==> src/rtl/lat_pkg.sv <==
// Shared types and constants of the toroidal life engine.
// Used by the controller, the datapath, the top level and the checker.
package lat_pkg;

    // Largest grid side; the coordinate fields are seven bits wide.
    localparam int MAX_DIM   = 128;
    localparam int COORD_W   = $clog2(MAX_DIM);
    localparam int DIM_W     = COORD_W + 1;
    localparam int COUNT_W   = 15;
    localparam int ROW_DEPTH = 2 * MAX_DIM;
    localparam int ROW_AW    = $clog2(ROW_DEPTH);
    localparam int CFG_IDX_W = 1;

    localparam logic [DIM_W-1:0] DIM_RESET = DIM_W'(64);

    // Configuration register indexes.
    localparam logic [CFG_IDX_W-1:0] CFG_GRID_WIDTH  = 1'b0;
    localparam logic [CFG_IDX_W-1:0] CFG_GRID_HEIGHT = 1'b1;

    // Result kinds.
    localparam logic RES_READ = 1'b0;
    localparam logic RES_STEP = 1'b1;

    typedef enum logic [1:0] {
        CMD_CLEAR = 2'd0,
        CMD_WRITE = 2'd1,
        CMD_READ  = 2'd2,
        CMD_STEP  = 2'd3
    } t_cmd;

    // Which row the memory read addresses.
    typedef enum logic [1:0] {
        ROW_CELL = 2'd0,
        ROW_UP   = 2'd1,
        ROW_MID  = 2'd2,
        ROW_DN   = 2'd3
    } t_row_sel;

    // Which row buffer takes the memory read data.
    typedef enum logic [1:0] {
        BUF_NONE = 2'd0,
        BUF_UP   = 2'd1,
        BUF_MID  = 2'd2,
        BUF_DN   = 2'd3
    } t_buf_sel;

    // Commands from the controller to the datapath.
    typedef struct packed {
        logic     latch;
        logic     clear;
        logic     rd_en;
        t_row_sel rd_row;
        t_buf_sel load;
        logic     cell_wr;
        logic     gen_init;
        logic     col_step;
        logic     row_wr;
        logic     gen_done;
        logic     emit_read;
    } t_dp_cmd;

    // Status from the datapath to the controller.
    typedef struct packed {
        t_cmd command;
        logic in_grid;
        logic x_last;
        logic y_last;
    } t_dp_stat;

endpackage

==> src/rtl/lat_ctrl.sv <==
// Command sequencer of the life engine: accepts items, walks the generation sweep.
// Depends on lat_pkg; drives the datapath through t_dp_cmd.
module lat_ctrl (
    input  logic              i_clk,
    input  logic              i_rst_n,
    input  logic              i_start,
    output logic              o_busy,
    output lat_pkg::t_dp_cmd  o_cmd,
    input  lat_pkg::t_dp_stat i_stat
);

    typedef enum logic [3:0] {
        S_IDLE,
        S_DISP,
        S_WR_RD,
        S_WR_WB,
        S_RD_RD,
        S_RD_OUT,
        S_ST_INIT,
        S_ST_RA,
        S_ST_RB,
        S_ST_RC,
        S_ST_LD,
        S_ST_COL,
        S_ST_WB,
        S_ST_FIN
    } t_state;

    t_state r_state;
    t_state n_state;
    logic   r_busy;

    always_comb begin
        n_state = r_state;
        o_cmd   = '0;
        unique case (r_state)
            S_IDLE: begin
                o_cmd.latch = i_start;
                if (i_start) begin
                    n_state = S_DISP;
                end
            end
            S_DISP: begin
                unique case (i_stat.command)
                    lat_pkg::CMD_CLEAR: begin
                        o_cmd.clear = 1'b1;
                        n_state     = S_IDLE;
                    end
                    lat_pkg::CMD_WRITE: begin
                        n_state = i_stat.in_grid ? S_WR_RD : S_IDLE;
                    end
                    lat_pkg::CMD_READ: begin
                        n_state = i_stat.in_grid ? S_RD_RD : S_RD_OUT;
                    end
                    lat_pkg::CMD_STEP: begin
                        n_state = S_ST_INIT;
                    end
                    default: begin
                        n_state = S_IDLE;
                    end
                endcase
            end
            S_WR_RD: begin
                o_cmd.rd_en  = 1'b1;
                o_cmd.rd_row = lat_pkg::ROW_CELL;
                n_state      = S_WR_WB;
            end
            S_WR_WB: begin
                o_cmd.cell_wr = 1'b1;
                n_state       = S_IDLE;
            end
            S_RD_RD: begin
                o_cmd.rd_en  = 1'b1;
                o_cmd.rd_row = lat_pkg::ROW_CELL;
                n_state      = S_RD_OUT;
            end
            S_RD_OUT: begin
                o_cmd.emit_read = 1'b1;
                n_state         = S_IDLE;
            end
            S_ST_INIT: begin
                o_cmd.gen_init = 1'b1;
                n_state        = S_ST_RA;
            end
            S_ST_RA: begin
                o_cmd.rd_en  = 1'b1;
                o_cmd.rd_row = lat_pkg::ROW_UP;
                n_state      = S_ST_RB;
            end
            S_ST_RB: begin
                o_cmd.rd_en  = 1'b1;
                o_cmd.rd_row = lat_pkg::ROW_MID;
                o_cmd.load   = lat_pkg::BUF_UP;
                n_state      = S_ST_RC;
            end
            S_ST_RC: begin
                o_cmd.rd_en  = 1'b1;
                o_cmd.rd_row = lat_pkg::ROW_DN;
                o_cmd.load   = lat_pkg::BUF_MID;
                n_state      = S_ST_LD;
            end
            S_ST_LD: begin
                o_cmd.load = lat_pkg::BUF_DN;
                n_state    = S_ST_COL;
            end
            S_ST_COL: begin
                o_cmd.col_step = 1'b1;
                if (i_stat.x_last) begin
                    n_state = S_ST_WB;
                end
            end
            S_ST_WB: begin
                o_cmd.row_wr = 1'b1;
                n_state      = i_stat.y_last ? S_ST_FIN : S_ST_RA;
            end
            S_ST_FIN: begin
                o_cmd.gen_done = 1'b1;
                n_state        = S_IDLE;
            end
            default: begin
                n_state = S_IDLE;
            end
        endcase
    end

    always_ff @(posedge i_clk) begin
        if (!i_rst_n) begin
            r_state <= S_IDLE;
            r_busy  <= 1'b0;
        end else begin
            r_state <= n_state;
            r_busy  <= (n_state != S_IDLE);
        end
    end

    assign o_busy = r_busy;

endmodule

==> config.mk <==
export PLATFORM = sky130hd
export DESIGN_NAME = lat_ctrl
export DESIGN_NICKNAME = d
export VERILOG_FILES = /design/src/rtl/lat_pkg.sv /design/src/rtl/lat_ctrl.sv
export SDC_FILE = /design/constraint.sdc
export NUM_CORES = 1
export LEC_CHECK = 0
export BUFFER_PORTS_ARGS = -buffer_cell sky130_fd_sc_hd__buf_4
export CORE_AREA = 2 2 39 41
export CTS_CLUSTER_DIAMETER = 30
export DETAILED_ROUTE_END_ITERATION = 16
export DIE_AREA = 0 0 41 43
export PLACE_DENSITY = 0.67
export SYNTH_ARGS = -nofsm -noshare
export SYNTH_HDL_FRONTEND = slang
export SYNTH_SLANG_ARGS = --single-unit
==> constraint.sdc <==
create_clock -name i_clk -period 1.6 [get_ports i_clk]
set_input_delay 0.48 -clock i_clk [delete_from_list [all_inputs] [get_ports i_clk]]
set_output_delay 0.48 -clock i_clk [all_outputs]
set_load 0.02 [all_outputs]
Word-level counts from Yosys, hierarchy flattened
Cells that the tools add are included.

operators by class
  mux-type cells = 18
  reductions and logical operators = 4
  equal/unequal tests = 16

operators by type and width
  kind                                           number
  case mux 4 bit (11 select lines)               1
  == test 4 bit, second input constant           6
  == test 4 x 3 -> 1 bit, second input constant  4
  case mux 4 bit (4 select lines)                1
  two-way mux 4 bit                              3
  case mux 3 bit (4 select lines)                1
  two-way mux 1 bit                              10
  == test 4 x 2 -> 1 bit, second input constant  2
  case mux 2 bit (3 select lines)                1
  == test 2 bit, second input constant           2
  == test 4 x 1 -> 1 bit, second input constant  1
  zero test 4 bit                                1
  nonzero test 4 bit                             1
  == test 2 x 1 -> 1 bit, second input constant  1
  zero test 2 bit                                1
  two-way mux 2 bit                              1
  OR reduction 2 bit                             1

word-level totals
  output and inout port bits = 14
  logic and storage cells = 40
  flip-flop bits (word level) = 5
  input port bits = 8

Logic depth before layout (Yosys ltp)
Gate-level depths: netlist (run 1).

  depth after elaboration = 4
  depth in mapped cells = 6
  mapped depth without buffers = 5

Least setup slack after synthesis (run 1)
No wires, ideal clock.

  path type = register to output
  start point = register r_state[0]
  end point = output o_cmd[10] in the netlist's numbering
  required time = 1.120 ns
  path buffers = 1
  arrival time = 1.327 ns
  stages on the path, launching flop included = 6
  path slack = -0.207 ns
  cell sequence = dfxtp_1 buf_2 nand2b_1 and3_1 a21oi_1 o21ai_0

RTL lines
  item                    line             source
  from (decl)             lat_ctrl.sv:29   t_state r_state;
  from (signal assigned)  lat_ctrl.sv:131  r_state <= n_state;
  to (decl)               lat_ctrl.sv:8    output lat_pkg::t_dp_cmd o_cmd,

==> metrics.yaml, run 1 <==
vias: 726
cts_htree_levels: 1
detail_route.drc_violations: 0
cp-startpoint: "r_state[0]"
boundaryPins: 22
power_density_normalized_to_cell_area_nw_per_um2: 953
min_period_over_period_pct: 118
placeable_area_um2: 1380
netlist_area_um2: 442
cts_buffer_depth: 2
ir_worst_vdd_uv: 892
antenna_found_initial: 0
critPathMostFrequentCell: "sky130_fd_sc_hd__buf_6"
avgRoutedWirePerCell_um: 17.5
initial_core_util_pct: 31.9
place.gp.congestion: 0.843
worstRegToRegCells: 7
end_kind: "primary output"
detail_route.vias_per_cell: 5.46
grt_pass1_vias: 671
kind_of_launch_point_of_the_worst_setup_path: "flip-flop"
design.die.area_um2: 1760
maximum_achievable_frequency_ghz: 0.529
hold_path.class: "in2reg"
worst_clock_skew_ps: 6.79
die_height_um: 43
actual_slew_at_the_worst_max_slew_pin_ps: 457
grt_remaining_overflow: 0
area_delta_synth_final_pct: 162
hold_violations: 0
final_period_minus_worst_setup_slack_ps: 1890
routed_wirelength_mm: 2.33
post_synth_inst_count: 65
place.port_buffers: 21
stages_on_the_worst_setup_path: 6
path_class: "reg2out"
cp-endpoint: "o_cmd[10]"
cell_chosen_for_the_clock_root: "sky130_fd_sc_hd__clkbuf_4"
crit_chain: "buf_6 -> nand2b_4 -> and3_4 -> a21oi_4 -> o21ai_2 -> buf_6"
total_leakage_power_nw: 0.511
global_route_wire_length_before_repair_mm: 3.19
worstReg2RegStart: "r_state[0]"
grt_setup_unrepaired: "true"
r2r_end: "o_busy"
hpwlAfterDp_mm: 1.10
nNetsFinal: 126
cp_slowest_stage_delay_ps: 380
peak_fanout_along_the_critical_path: 4
post-layout-total-power_mw: 1.10
ys_seq_area_share_pct: 22.7
slew-limit-headroom_pct: 69.5
worst_skew_pair.late_latency_ps: 250
critical_path_required_ps: 1120
cts_tree: "built"
filler_cell_count: 75
cts-buffers-inserted: 3
slew_violations: 0
n_antenna_cell: 0
post-route-worst-setup-slack_ps: -290
clock_pin_slew_of_the_registers_on_the_worst_case_setup_and_hold_paths_ps: 50
drtAntennaViolNets: 0
post-route-util_pct: 83.6
outcome: "complete, but fails checks"
rrSetupSlack_ps: -220
critical_path_buf_inv_count: 2
number_of_iterations_in_the_first_detailed_routing_pass: 4
synth.net_count: 73
cpMaxStageDelayCell: "sky130_fd_sc_hd__dfxtp_4"
dieWidth_um: 41
gr-usage-all-layers_pct: 26.9
timing.critical_path.arrival_ps: 1410
failed_checks: "negative setup slack"
floorplan.rows: 14
cpLargestDelayFamily: "flip-flops"
layout-drive-gt1-share_pct: 75.2
ys_seq_elements: 5
synthDistinctLibCells: 27
yosys_warnings: 0
finalSetupViolCount: 15
numClockSinks: 5
drt_iter0_drcs: 8
syn_area_per_cell_um2: 6.79
cts.hold.buffers_added: 0
drv.max_cap_violation_count: 0
grt_start_max_net_pins: 9
## layout by cell type, fill, tap and decap left out, drive strengths merged
cell and n:
or3b 1, nand2 7, a222oi 1, clkbuf 4
nor2 11, and2 1, buf 52, or2b 1
nor2b 2, dfxtp 5, or4 1, a21oi 6
and2b 1, o21ai 4, a32o 2, nand3b 1
o211ai 1, and3 1, or3 1, and4 1
nand2b 2, nor3 3, o21a 2, inv 4
a31o 1, a21o 1
## where the power goes
part | internal (mW) | total, mW | switching (mW)
clock | 0.0946 | 0.151 | 0.0568
sequential | 0.158 | 0.192 | 0.0346
combinational | 0.402 | 0.760 | 0.358
## through the flow
step	setup TNS [ps]	instance area [µm²]	hold slack, ps	std cells	worst slack [ps]
global placement	-450	757	739	116	-182
CTS	-1470	1060	500	129	-255
global route	-2670	1160	484	133	-332
finish	-1970	1160	496	133	-290
floorplan	-30.0	458	588	65	-30.0
detailed placement	-502	757	742	116	-195
## how the worst min path moves through the flow
stage                from          to  slack (ps)  cells after the start
2_1_floorplan  r_state[3]  r_state[1]         590                      3
3_3_place_gp      i_rst_n  r_state[3]         740                      2
3_5_place_dp      i_rst_n  r_state[3]         740                      2
4_1_cts           i_rst_n  r_state[3]         500                      2
5_1_grt           i_rst_n  r_state[3]         480                      2
6_report          i_rst_n  r_state[3]         500                      2
## cells by family after synthesis
group	share of synthesized area (%)
buffers and inverters	9.35
flip-flops	22.7
AND/OR/NAND/NOR	40.2
AO/OA/AOI/OAI	27.8
## layer usage
metal  track usage, %  share of wire (%)  wire [µm]  up-vias
li1                 -                  -          -      332
met1             36.9                 43        994      356
met2             39.7                 50       1160       28
met3             3.14                3.8         88       10
met4             13.3                3.9         91        0
met5                0                  0          0        -
## registers in the layout (all words and copies together), names as in the netlist
name / count
o_busy: 1
r_state: 4
## final cells by class
type / instances / area, µm² / share of cell area (%)
Tap cell: 16 / 20.0 / 1.73
Clock buffer: 4 / 26.3 / 2.27
Sequential cell: 5 / 113 / 9.73
Inverter: 4 / 17.5 / 1.51
Multi-Input combinational cell: 52 / 469 / 40.5
Timing Repair Buffer: 52 / 512 / 44.2
## synth_stat cells
master	instances	area [µm²]
sky130_fd_sc_hd__a21o_1	1	7.51
sky130_fd_sc_hd__a21oi_1	5	25.0
sky130_fd_sc_hd__a21oi_2	1	8.76
sky130_fd_sc_hd__a222oi_1	1	10.0
sky130_fd_sc_hd__a31o_1	1	8.76
sky130_fd_sc_hd__a32o_1	2	20.0
sky130_fd_sc_hd__and2_1	1	6.26
sky130_fd_sc_hd__and2b_1	1	7.51
sky130_fd_sc_hd__and3_1	1	6.26
sky130_fd_sc_hd__and4_1	1	8.76
sky130_fd_sc_hd__buf_2	3	15.0
sky130_fd_sc_hd__buf_6	1	11.3
sky130_fd_sc_hd__dfxtp_1	5	100
sky130_fd_sc_hd__inv_1	4	15.0
sky130_fd_sc_hd__nand2_1	7	26.3
sky130_fd_sc_hd__nand2b_1	2	12.5
sky130_fd_sc_hd__nand3b_1	1	7.51
sky130_fd_sc_hd__nor2_1	11	41.3
sky130_fd_sc_hd__nor2b_1	2	12.5
sky130_fd_sc_hd__nor3_1	3	15.0
sky130_fd_sc_hd__o211ai_1	1	7.51
sky130_fd_sc_hd__o21a_1	2	15.0
sky130_fd_sc_hd__o21ai_0	4	20.0
sky130_fd_sc_hd__or2b_1	1	7.51
sky130_fd_sc_hd__or3_1	1	6.26
sky130_fd_sc_hd__or3b_1	1	8.76
sky130_fd_sc_hd__or4_4	1	11.3
## what timing repair did
| action | 4_1_cts | 5_1_grt |
|---|---|---|
| endpoints found under the setup margin | 15 | 14 |
| gates resized for setup | 62 | 19 |
| gates cloned | 0 | 0 |
| buffers inserted | 9 | 8 |
| pin swaps | 7 | 9 |
Note: power is estimated with default switching activity, not from simulation.
==> run 2: changes to the inputs <==
--- a/config.mk
+++ b/config.mk
@@ -10,7 +10,8 @@
 export CTS_CLUSTER_DIAMETER = 30
 export DETAILED_ROUTE_END_ITERATION = 16
 export DIE_AREA = 0 0 41 43
-export PLACE_DENSITY = 0.67
+export PLACE_DENSITY = 0.72
+export SETUP_SLACK_MARGIN = 0.4
 export SYNTH_ARGS = -nofsm -noshare
 export SYNTH_HDL_FRONTEND = slang
 export SYNTH_SLANG_ARGS = --single-unit
==> run 2 against run 1 <==
The run still ends with negative setup slack left; cell area is 4.3% higher; non-clock buffer count is 8 higher; clock skew barely moved.
==> metrics.yaml, run 2 (synthesis gave the netlist of run 1 again) <==
slew_violations: 0  # unchanged
dp_slack_ps: -200  # -5.20 ps
finalInstanceArea_um2: 1210  # +4.3%
die_height_um: 43  # unchanged
post-route-worst-setup-slack_ps: -269  # +20.9 ps
worst_hold_slack_ps: 497  # +1.63 ps
floorplan.rows: 14  # unchanged
dp.cells: 117  # +0.86%
avgRoutedWirePerCell_um: 16.6  # -5.6%
cts.hold.buffers_added: 0  # unchanged
dieWidth_um: 41  # unchanged
cpMaxStageDelayCell: "sky130_fd_sc_hd__dfxtp_2"
peak_fanout_along_the_critical_path: 5  # +1
gr-usage-all-layers_pct: 25.1  # -1.8 points
hold_path.class: "in2reg"
grt_start_max_net_pins: 7  # -2
min_period_over_period_pct: 117  # -1.3 points
cts-buffers-inserted: 3  # unchanged
vias: 760  # +4.7%
maximum_achievable_frequency_ghz: 0.535  # +1.1%
filler_cell_count: 79  # +5.3%
total_leakage_power_nw: 0.541  # +5.9%
grt_pass1_vias: 711  # +6.0%
end_kind: "primary output"
place.port_buffers: 21  # unchanged
cpLargestDelayFamily: "buffers and inverters"
totalNegativeSetupSlack_ps: -2360  # -393 ps
clock_pin_slew_of_the_registers_on_the_worst_case_setup_and_hold_paths_ps: 50  # about the same
hold_violations: 0  # unchanged
drt_iter0_drcs: 18  # +10
kind_of_launch_point_of_the_worst_setup_path: "flip-flop"
layout_commonest_cell: "sky130_fd_sc_hd__buf_4"
detail_route.vias_per_cell: 5.39  # -1.3%
path_class: "reg2out"
finalSetupViolCount: 15  # unchanged
routed_wirelength_mm: 2.34  # about the same
cp_slowest_stage_delay_ps: 330  # -50 ps
critical_path_buf_inv_count: 4  # +2
numClockSinks: 5  # unchanged
actual_slew_at_the_worst_max_slew_pin_ps: 415  # -41.7 ps
global_route_wire_length_before_repair_mm: 3.08  # -3.5%
finish.cell_count_without_fillers: 141  # +6.0%
worst_skew_pair.late_latency_ps: 250  # about the same
critPathMostFrequentCell: "sky130_fd_sc_hd__buf_4"
hpwlAfterDp_mm: 1.16  # +5.6%
post-route-util_pct: 87.3  # +3.6 points
slew-limit-headroom_pct: 72.3  # +2.8 points
cts_buffer_depth: 2  # unchanged
boundaryPins: 22  # unchanged
design.die.area_um2: 1760  # unchanged
power_density_normalized_to_cell_area_nw_per_um2: 975  # +2.3%
grt_setup_unrepaired: "true"
nNetsFinal: 134  # +6.3%
timing.critical_path.arrival_ps: 1390  # -20 ps
post_dp_cell_area_um2: 832  # +9.9%
critical_path_required_ps: 1120  # about the same
antenna_found_initial: 0  # unchanged
placeable_area_um2: 1380  # unchanged
most-common-layout-cells: "sky130_fd_sc_hd__buf_4, sky130_fd_sc_hd__buf_6, sky130_fd_sc_hd__nor2_4"
cts_htree_levels: 1  # unchanged
grt_remaining_overflow: 0  # unchanged
top_register: "r_state"
worst_clock_skew_ps: 6.37  # -0.413 ps
detail_route.drc_violations: 0  # unchanged
outcome: "complete, but fails checks"
ir_worst_vdd_uv: 773  # -13%
number_of_iterations_in_the_first_detailed_routing_pass: 4  # unchanged
cts_tree: "built"
drtAntennaViolNets: 0  # unchanged
failed_checks: "negative setup slack"
area_delta_synth_final_pct: 173
crit_chain: "buf_4 -> nor2_4 -> buf_4 -> nand2_2 -> buf_4 -> o21ai_2 -> buf_6"
post-layout-total-power_mw: 1.18  # +6.7%
place.gp.congestion: 0.802  # -4.8%
layout-drive-gt1-share_pct: 78.4  # +3.2 points
cell_chosen_for_the_clock_root: "sky130_fd_sc_hd__clkbuf_4"
initial_core_util_pct: 31.9  # unchanged
n_antenna_cell: 0  # unchanged
largest_reg_flops: 4  # unchanged
drv.max_cap_violation_count: 0  # unchanged
final_period_minus_worst_setup_slack_ps: 1870  # -20.9 ps
-- run 2: layer usage --
layer / global-route usage [%] / vias up / routed length [µm]
met3: 3.14 / 12 / 146
met5: 0 / - / 0
met2: 44.4 / 44 / 1230
met4: 10.7 / 0 / 89
met1: 27.7 / 355 / 864
li1: - / 349 / -
-- run 2: area by class of cell --
cell class,instances,area [µm²],share of cell area (%)
flip-flops and latches,5,113,9.33
inverters,4,27.5,2.28
clock buffers,4,26.3,2.18
well taps,16,20.0,1.66
multi-input cells,52,453,37.5
repair buffers,60,568,47.0
-- run 2: what timing repair did --
item / CTS / global route
pin swaps: 13 / 9
setup endpoints to repair: 18 / 18
buffers inserted: 13 / 7
resized for setup: 27 / 25
-- run 2: path summary, 6_finish.rpt --
check                           startpoint         end  slack (ps)  cells past startpoint
worst max-delay path            r_state[1]   o_cmd[10]        -270                      7
worst min-delay path               i_rst_n  r_state[3]         500                      2
worst max register to register  r_state[0]      o_busy        -210                      7
worst min register to register  r_state[3]  r_state[0]         740                      3
-- run 2: power by group --
part	leakage [nW]	switching, mW	total [mW]	internal (mW)
clock network	0.0150	0.0550	0.149	0.0945
logic	0.482	0.368	0.838	0.470
registers	0.0437	0.0323	0.190	0.157
total	0.541	0.455	1.18	0.722
